### src/hdl/ilp_pkg.sv
// ----------------------------------------------------------------------------
// ilp_pkg
// Shared types, character codes and digit decode for the integer literal
// parser.
// ----------------------------------------------------------------------------
package ilp_pkg;

  localparam int unsigned ValueW = 64;
  localparam int unsigned AddrW  = 4;

  localparam logic [7:0] CharUnderscore = 8'h5F;
  localparam logic [7:0] CharMinus      = 8'h2D;
  localparam logic [7:0] CharPlus       = 8'h2B;
  localparam logic [7:0] CharLowerX     = 8'h78;
  localparam logic [7:0] CharUpperX     = 8'h58;
  localparam logic [7:0] CharZero       = 8'h30;
  localparam logic [7:0] CharNine       = 8'h39;
  localparam logic [7:0] CharLowerA     = 8'h61;
  localparam logic [7:0] CharLowerF     = 8'h66;
  localparam logic [7:0] CharUpperA     = 8'h41;
  localparam logic [7:0] CharUpperF     = 8'h46;

  typedef enum logic [1:0] {
    StOk          = 2'd0,
    StTooLarge    = 2'd1,
    StNegRejected = 2'd2
  } status_e;

  // register index is the 8-byte slot of paddr
  typedef enum logic {
    RegMaxUnsigned = 1'b0,
    RegNegLimit    = 1'b1
  } reg_idx_e;

  typedef struct packed {
    logic       ok;
    logic [3:0] val;
  } digit_t;

  function automatic digit_t digit_of(input logic [7:0] c, input logic hex);
    digit_t d;
    logic [7:0] off;
    d   = '0;
    off = '0;
    if (c >= CharZero && c <= CharNine) begin
      off = c - CharZero;
      d.ok  = 1'b1;
      d.val = off[3:0];
    end else if (hex && c >= CharLowerA && c <= CharLowerF) begin
      off = c - CharLowerA + 8'd10;
      d.ok  = 1'b1;
      d.val = off[3:0];
    end else if (hex && c >= CharUpperA && c <= CharUpperF) begin
      off = c - CharUpperA + 8'd10;
      d.ok  = 1'b1;
      d.val = off[3:0];
    end
    return d;
  endfunction

endpackage

### src/hdl/integer_literal_parser.sv
// ----------------------------------------------------------------------------
// integer_literal_parser
// Parses a decimal or hex integer token, one character per word, with
// optional sign, 0x prefix, underscores and saturation against a limit.
// ----------------------------------------------------------------------------
//  channel | direction | handshake                 | payload
//  --------+-----------+---------------------------+------------------------------
//  in      | input     | in_valid_i / in_stall_o   | char_code, token_first/last,
//          |           |                           | radix_hex
//  out     | output    | out_valid_o / out_stall_i | value, status
//  cfg     | input     | APB psel/penable/pready   | max_unsigned, neg_limit
//
//  One word per cycle sustained while no token_last word waits on a stalled out.
//  A word is held in the input register, then one character step (x10/x16
//  multiply-add and limit compare) updates the token state and, on token_last,
//  loads the result register. Words without a result keep
//  flowing while out is stalled; a token_last word waits in the input register.
//  Reset clears all token state and loads the register reset values.
// ----------------------------------------------------------------------------
module integer_literal_parser (
  input  logic                        clk_i,
  input  logic                        rst_ni,
  // character words
  input  logic                        in_valid_i,
  output logic                        in_stall_o,
  input  logic [7:0]                  char_code_i,
  input  logic                        token_first_i,
  input  logic                        token_last_i,
  input  logic                        radix_hex_i,
  // result words
  output logic                        out_valid_o,
  input  logic                        out_stall_i,
  output logic [ilp_pkg::ValueW-1:0]  value_o,
  output logic [1:0]                  status_o,
  // config
  input  logic                        psel,
  input  logic                        penable,
  input  logic                        pwrite,
  input  logic [ilp_pkg::AddrW-1:0]   paddr,
  input  logic [ilp_pkg::ValueW-1:0]  pwdata,
  output logic [ilp_pkg::ValueW-1:0]  prdata,
  output logic                        pready
);

  localparam int unsigned W  = ilp_pkg::ValueW;
  localparam int unsigned PW = ilp_pkg::ValueW + 4;

  // config registers
  logic [W-1:0] max_unsigned_q;
  logic [W-1:0] neg_limit_q;
  logic         cfg_wr;
  ilp_pkg::reg_idx_e cfg_idx;

  assign pready  = 1'b1;
  assign cfg_wr  = psel && penable && pwrite;
  assign cfg_idx = ilp_pkg::reg_idx_e'(paddr[3]);

  always_comb begin
    case (cfg_idx)
      ilp_pkg::RegMaxUnsigned: prdata = max_unsigned_q;
      ilp_pkg::RegNegLimit:    prdata = neg_limit_q;
      default:                 prdata = '0;
    endcase
  end

  always_ff @(posedge clk_i or negedge rst_ni) begin
    if (!rst_ni) begin
      max_unsigned_q <= '1;
      neg_limit_q    <= '0;
    end else if (cfg_wr) begin
      case (cfg_idx)
        ilp_pkg::RegMaxUnsigned: max_unsigned_q <= pwdata;
        ilp_pkg::RegNegLimit:    neg_limit_q    <= pwdata;
        default: ;
      endcase
    end
  end

  // input register
  logic       in_vld_q, in_vld_d;
  logic [7:0] chr_q;
  logic       first_q, last_q, radix_q;
  logic       in_acc, fire;
  logic       out_vld_q, out_vld_d;

  assign fire       = in_vld_q && (!last_q || !out_vld_q || !out_stall_i);
  assign in_stall_o = in_vld_q && !fire;
  assign in_acc     = in_valid_i && !in_stall_o;

  always_comb begin
    in_vld_d = in_vld_q;
    if (in_acc) begin
      in_vld_d = 1'b1;
    end else if (fire) begin
      in_vld_d = 1'b0;
    end
  end

  always_ff @(posedge clk_i) begin
    if (in_acc) begin
      chr_q   <= char_code_i;
      first_q <= token_first_i;
      last_q  <= token_last_i;
      radix_q <= radix_hex_i;
    end
  end

  // token state
  logic [W-1:0] mag_q, mag_d;
  logic neg_q, neg_d, ovf_q, ovf_d, ended_q, ended_d, sgn_q, sgn_d, hex_q, hex_d;

  logic [W-1:0]    mag_c, lim, mag_n;
  logic            neg_c, ovf_c, ended_c, sgn_c, hex_c;
  logic            neg_n, ovf_n, ended_n;
  ilp_pkg::digit_t dig;
  logic [PW-1:0]   prod;
  logic            is_sign, is_x;

  logic [W-1:0]     val_d;
  ilp_pkg::status_e st_d;

  always_comb begin
    mag_c   = first_q ? '0 : mag_q;
    neg_c   = first_q ? 1'b0 : neg_q;
    ovf_c   = first_q ? 1'b0 : ovf_q;
    ended_c = first_q ? 1'b0 : ended_q;
    sgn_c   = first_q ? 1'b1 : sgn_q;
    hex_c   = first_q ? radix_q : hex_q;

    dig  = ilp_pkg::digit_of(chr_q, hex_c);
    lim  = neg_c ? neg_limit_q : max_unsigned_q;
    prod = hex_c ? {mag_c, 4'b0000}
                 : ({1'b0, mag_c, 3'b000} + {3'b000, mag_c, 1'b0});
    prod = prod + {{(PW-4){1'b0}}, dig.val};

    is_sign = sgn_c && (chr_q == ilp_pkg::CharMinus || chr_q == ilp_pkg::CharPlus);
    is_x    = hex_c && (chr_q == ilp_pkg::CharLowerX || chr_q == ilp_pkg::CharUpperX)
              && (mag_c == '0);

    mag_n   = mag_c;
    neg_n   = neg_c;
    ovf_n   = ovf_c;
    ended_n = ended_c;
    if (!ovf_c && !ended_c) begin
      if (is_sign) begin
        neg_n = neg_c || (chr_q == ilp_pkg::CharMinus);
      end else if (chr_q == ilp_pkg::CharUnderscore || is_x) begin
        mag_n = mag_c;
      end else if (!dig.ok) begin
        ended_n = 1'b1;
      end else if (prod > {4'b0000, lim}) begin
        mag_n = lim;
        ovf_n = 1'b1;
      end else begin
        mag_n = prod[W-1:0];
      end
    end

    if (neg_n && neg_limit_q == '0) begin
      val_d = '0;
      st_d  = ilp_pkg::StNegRejected;
    end else begin
      val_d = neg_n ? ('0 - mag_n) : mag_n;
      st_d  = ovf_n ? ilp_pkg::StTooLarge : ilp_pkg::StOk;
    end

    mag_d   = mag_q;
    neg_d   = neg_q;
    ovf_d   = ovf_q;
    ended_d = ended_q;
    sgn_d   = sgn_q;
    hex_d   = hex_q;
    if (fire) begin
      hex_d = hex_c;
      if (last_q) begin
        mag_d   = '0;
        neg_d   = 1'b0;
        ovf_d   = 1'b0;
        ended_d = 1'b0;
        sgn_d   = 1'b1;
      end else begin
        mag_d   = mag_n;
        neg_d   = neg_n;
        ovf_d   = ovf_n;
        ended_d = ended_n;
        sgn_d   = 1'b0;
      end
    end
  end

  // result register
  logic [W-1:0]     value_q;
  ilp_pkg::status_e status_q;

  always_comb begin
    out_vld_d = out_vld_q;
    if (fire && last_q) begin
      out_vld_d = 1'b1;
    end else if (!out_stall_i) begin
      out_vld_d = 1'b0;
    end
  end

  always_ff @(posedge clk_i) begin
    if (fire && last_q) begin
      value_q  <= val_d;
      status_q <= st_d;
    end
  end

  always_ff @(posedge clk_i or negedge rst_ni) begin
    if (!rst_ni) begin
      in_vld_q  <= 1'b0;
      out_vld_q <= 1'b0;
      mag_q     <= '0;
      neg_q     <= 1'b0;
      ovf_q     <= 1'b0;
      ended_q   <= 1'b0;
      sgn_q     <= 1'b1;
      hex_q     <= 1'b0;
    end else begin
      in_vld_q  <= in_vld_d;
      out_vld_q <= out_vld_d;
      mag_q     <= mag_d;
      neg_q     <= neg_d;
      ovf_q     <= ovf_d;
      ended_q   <= ended_d;
      sgn_q     <= sgn_d;
      hex_q     <= hex_d;
    end
  end

  assign out_valid_o = out_vld_q;
  assign value_o     = value_q;
  assign status_o    = status_q;

endmodule

### config.mk
export PLATFORM = sky130hd
export DESIGN_NAME = integer_literal_parser
export DESIGN_NICKNAME = d
export VERILOG_FILES = /design/src/hdl/ilp_pkg.sv /design/src/hdl/integer_literal_parser.sv
export SDC_FILE = /design/constraint.sdc
export NUM_CORES = 1
export LEC_CHECK = 0
export BUFFER_PORTS_ARGS = -buffer_cell sky130_fd_sc_hd__clkbuf_2
export CORE_UTILIZATION = 40
export CTS_BUF_LIST = sky130_fd_sc_hd__clkbuf_4 sky130_fd_sc_hd__clkbuf_8
export CTS_CLUSTER_SIZE = 12
export DETAILED_ROUTE_END_ITERATION = 8
export GPL_ROUTABILITY_DRIVEN = 1
export PLACE_DENSITY = 0.69
export SYNTH_ARGS = -nofsm -noshare
export SYNTH_HDL_FRONTEND = slang
export SYNTH_SLANG_ARGS = --single-unit
### constraint.sdc
create_clock -name clk_i -period 24.1 [get_ports clk_i]
set_input_delay 2.41 -clock clk_i [delete_from_list [all_inputs] [get_ports clk_i]]
set_output_delay 2.41 -clock clk_i [all_outputs]
set_load 0.05 [all_outputs]
After elaboration in Yosys (flattened, before gate mapping). Cells that the tools add are included. Widths: inputs -> output; s select.

Input bits: 86. Bits in registers: 276. Word-level logic and storage cells: 111.

Add/sub/neg operators: 8. Reduce and logical (&&, ||, !) cells: 34. $lt $le $gt $ge: 7. Mux-type cells: 39. Bitwise operators: 1. Eq/ne operators: 6.

Operators with widths (number): $mux 64 (9); $logic_not 64->1 (2); $pmux 64 s2 (1); $add 67x65->68 (1); $add 68x4->68 (1); $gt 68x64->1 (1); $mux 68 (1); $sub 1x64->64 const A (1); $mux 1 (25); $eq 8x7->1 const B (3); $eq 8x6->1 const B (2); $ge 8x7->1 const B (2); $le 8x7->1 const B (2); $logic_and 1x1->1 (16); $mux 5 (3); $sub 4x1->4 const B (3); $add 4x4->4 const B (2); $ge 8x6->1 const B (1); $le 8x6->1 const B (1); $logic_not 1->1 (7); $logic_or 1x1->1 (6); $reduce_and 2->1 (2); $ne 2x1->1 const B (1); $reduce_bool 2->1 (1); $not 1->1 (1).

Longest topological paths before layout.
Depth in word-level cells: 15. Mapped depth: 47. Depth with buffers taken out: 42.

Least setup slack after synthesis. OpenSTA, ideal clock, no wires.

Path kind: register to register. From: register first_q. To: register value_q[46] (netlist: value_o[46]), data pin. Arrival: 10348 ps. Required time: 23947 ps. Cell stages (with the launch flop): 45. Path slack: 13599 ps. Cells stage by stage: edfxtp_1 buf_4 buf_4 clkbuf_1 clkbuf_1 clkbuf_1 clkbuf_1 buf_1 clkbuf_1 nor2b_1 ha_1 ha_1 o21ai_1 o21ai_1 a221o_1 a21o_2 a211oi_1 mux2i_1 [9 not listed] a21o_1 a21o_1 a21oi_1 o21ai_0 a221oi_1 nand2_1 a221oi_1 a211oi_1 a21o_1 or3_1 a32oi_2 ha_1 nand3_1 or3_4 or4_4 nor4b_2 mux2_1 o22ai_1.

Word-level cells in the longest chain between the ends: 15. Elaborated cells between the ends (all ways): 37. Classes of those cells: 3 x add/sub; 1 x order compare; 19 x mux; 14 x reduce/logical.

Ends and longest elaborated chain: start: declaration (line integer_literal_parser.sv:82) `logic first_q, last_q, radix_q;`; start signal: assignment (line integer_literal_parser.sv:102) `first_q <= token_first_i;`; parallel branches: the longest is 15 deep, another holds $add 67x65->68; end signal: assignment (line integer_literal_parser.sv:206) `value_q <= val_d;`; end: declaration (line integer_literal_parser.sv:192) `logic [W-1:0] value_q;`.

Parallel ways; which one is timed is not known. A chain may end at the register's enable or synchronous reset.

Worst setup path after layout.
From: register first_q. To: register value_q[49] (netlist: value_o[49]), data pin.

The elaborated chain is that of the path after synthesis.

==> run summary <==
### Run status
• **run status** finished clean

### Global route
• **antenna violations before repair** 1
• **GR Util All Layers** 27.4%
• **total global routing overflow** 0
• **global-route wire length before repair** 138,000 µm
• **vias in the first global route** 22,916
• **maximum number of pins on one net before global-route repair** 113

### Synth
• **compound-cell area share of the yosys netlist** 21.6%
• **dominant cell type by area after synthesis** dfrtp_1
• **multiplexer share of the synthesized area** 12.6%
• **biggest area contributors in the synthesized netlist** dfrtp_1 (13%), edfxtp_1 (9.1%), mux2_2 (8.7%), dfstp_2 (6.7%), ha_1 (5.8%)
• **most frequent cells after synthesis** nand2_1 (288), nor2_1 (240), mux2_2 (196)
• **sequential fraction of the synthesis area** 29.1%
• **top-count cell post-synth** nand2_1
• **warning count from the yosys run** 0
• **number of nets produced by synthesis** 3,165
• **xor and xnor area share after synthesis** 4.65%
• **Adder-Cell Fraction of Synth Area** 5.98%
• **post-synth top area share** 13.2%
• **fraction of registers with async set or reset after synthesis** 72.1%
• **instance count of the mapped netlist** 2,960
• **flip-flop cell with the highest count after synthesis** dfrtp_1
• **#FFs+latches synth** 276
• **number of unique standard cell types used by synthesis** 115
• **largest family of logic cells by synthesized area** simple AND/OR/NAND/NOR gates
• **post-synthesis average cell area** 8.57 µm²
• **Post-synth EDFFs** 77
• **Synth Area in Simple Gates** 22.1%
• **area of the mapped netlist** 0.0254 mm²

### Cells and area
• **Area Overhead vs Synth** 10.9%
• **layout net count** 3,277
• **share of cells above drive strength 1** 22.3%
• **core utilization of the finished layout** 45.2%
• **Final Instance Count excl. Fillers** 3,946

### Timing
• **crit path time final** 12.77 ns
• **unrepaired setup endpoints after global routing** false
• **Final Setup Violations** 0
• **relative slew slack** 19.4%
• **Worst-Margin Slew** 1.18 ns
• **count of final hold-check violations** 0
• **final-layout setup total negative slack** 0 ns
• **Hold WS** 0.469 ns
• **Max Fclk** 0.0783 GHz
• **min setup slack post-route** 11.33 ns
• **Final Max Tran Viols** 0
• **Fin Clk Skew** 0.0238 ns
• **final worst path period share** 53.0%

### Placement
• **pre-CTS WS** 11.62 ns
• **number of port buffers** 214
• **Placer Congestion** 0.998
• **number of cells after detailed placement** 3,863
• **final HPWL from detailed placement** 68,500 µm

### Floorplanning
• **chip height** 254 µm
• **area inside the core boundary** 0.0622 mm²
• **starting density of the core** 40.8%
• **Die Footprint** 0.0644 mm²
• **Die Span X** 254 µm
• **number of primary I/O pins** 219
• **placement row count** 91

### Worst setup path
• **gate family responsible for the most delay along the worst path** simple AND/OR/NAND/NOR gates
• **highest-delay cell along the critical path** o21ai_0
• **number of stages on the worst setup path** 36
• **critical path buffer and inverter count** 7
• **type of the setup path with the least slack** reg2reg
• **cell depth of the worst flop-to-flop path** 36
• **Critical Path Max Stage Delay** 0.93 ns
• **type of destination of the critical path** flip-flop
• **data required time of the critical path** 24.45 ns
• **nature of the critical path startpoint** flip-flop
• **maximum fanout count along the critical path** 112
• **R2R setup slack** 11.33 ns
• **Arr. time, crit path** 13.12 ns
• **most used cell along the critical path** buf_4

### Route
• **number of remaining DRC errors** 0
• **aggregate routed wire length** 90,500 µm
• **count of routing violations after the opening detailed-route iteration** 2,605
• **number of optimization iterations in the first detailed-route pass** 7
• **detailed-route via count** 24,927
• **post-DR vias/cell** 6.32
• **routed wirelength normalized by instance count** 22.9 µm
• **count of nets left with antenna violations after detail routing** 0

### Job
• **number of max-cap violations** 0

### Worst hold path
• **worst hold stages** 2
• **path class of the lowest-slack min-delay path** reg2reg

### Clocking
• **CTS tree** yes
• **quantity of gates resized following cts** 0
• **Clk Latency, worst-skew pair** 0.60 ns
• **number of buffers added by the clock tree synthesis step** 44
• **setup bufs post-CTS** 0
• **count of hold-fix buffers inserted at cts** 0
• **cell at the root of the clock tree** clkbuf_8
• **CTS Sinks** 276
• **maximum number of buffers from clock root to sink** 3
• **H-tree depth reported by CTS** 2
• **clock-pin transition on the worst setup and hold timing paths** 0.06 ns

### Pwr
• **static leakage** 11.4 nW
• **maximum vdd ir drop** 0.0000833 V
• **power density cells** 55.2 mW/mm²

worst min-delay path, cell delays in order (launching register included):
cell and delay, ns:
dfrtp_1 0.33, nand2_1 0.04, o21ai_0 0.06
registers in the layout, summed over array words and instances, names as in the netlist:
register and count:
mag_q 64, first_q 1, in_vld_q 1, radix_q 1, ended_q 1, out_valid_o 1, value_o 64, last_q 1
ovf_q 1, neg_limit_q 64, hex_q 1, sgn_q 1, status_o 2, neg_q 1, max_unsigned_q 64, chr_q 8
through the flow:
step                      total power, W  cell area, µm²
after floorplan                 0.000929           25400
after global placement           0.00106           27100
after detailed placement         0.00107           27100
after CTS                        0.00155           28100
after global routing             0.00161           28100
final                            0.00155           28100
worst paths after layout:
| path | from | to |
|---|---|---|
| max | first_q | value_o[49] |
| min | mag_q[54] | mag_q[54] |
| max reg2reg | first_q | value_o[49] |
| min reg2reg | mag_q[54] | mag_q[54] |
| max in group asynchronous | rst_ni | neg_limit_q[7] |
| min in group asynchronous | rst_ni | neg_limit_q[62] |
power breakdown:
group	switching (W)	internal (W)
sequential	0.0000485	0.000557
combinational	0.000322	0.000146
clock	0.000202	0.000277
total	0.000573	0.000980
cells by family after synthesis:
kind of cell | after synthesis
and+or+nand+nor | 1089
AOI/OAI and AO/OA | 810
muxes | 294
DFF | 276
buffers and inverters | 236
xor gates and xnor gates | 133
adders and majority gates | 121
other | 1
per-layer routing:
metal	wire (µm)	global-route usage (%)
met4	3640	10.7
met2	39200	41.4
met5	0	0
met1	38900	39.0
met3	8730	4.26
placed cells by master, fill, tap and decap left out, drive strengths merged, types with 16 or more instances in the layout:
cell	instances
nand2	290
clkbuf	282
nor2	240
o21ai	206
mux2	198
a21oi	178
dfrtp	134
ha	118
mux2i	96
nand3	84
nor3	81
edfxtp	77
xnor2	75
nand4	70
dfstp	65
a21o	63
xor2	58
nor2b	56
nor4	55
inv	48
buf	43
o211ai	41
a31oi	41
and2	38
or3	37
nand2b	27
a211oi	27
a22oi	22
o31ai	21
a22o	21
and3	18
o22ai	17
a32oi	17
o21a	16
cell type report:
class / count / area (µm²)
clock buffers: 69 / 881
repair buffers: 256 / 1410
clock inverters: 13 / 176
well taps: 837 / 1050
diodes: 1 / 2.50
fillers: 6194 / 34000
inverters: 46 / 173
multi-input cells: 2448 / 17100
flip-flops and latches: 276 / 7370
Note: power is estimated with default switching activity, not from simulation.
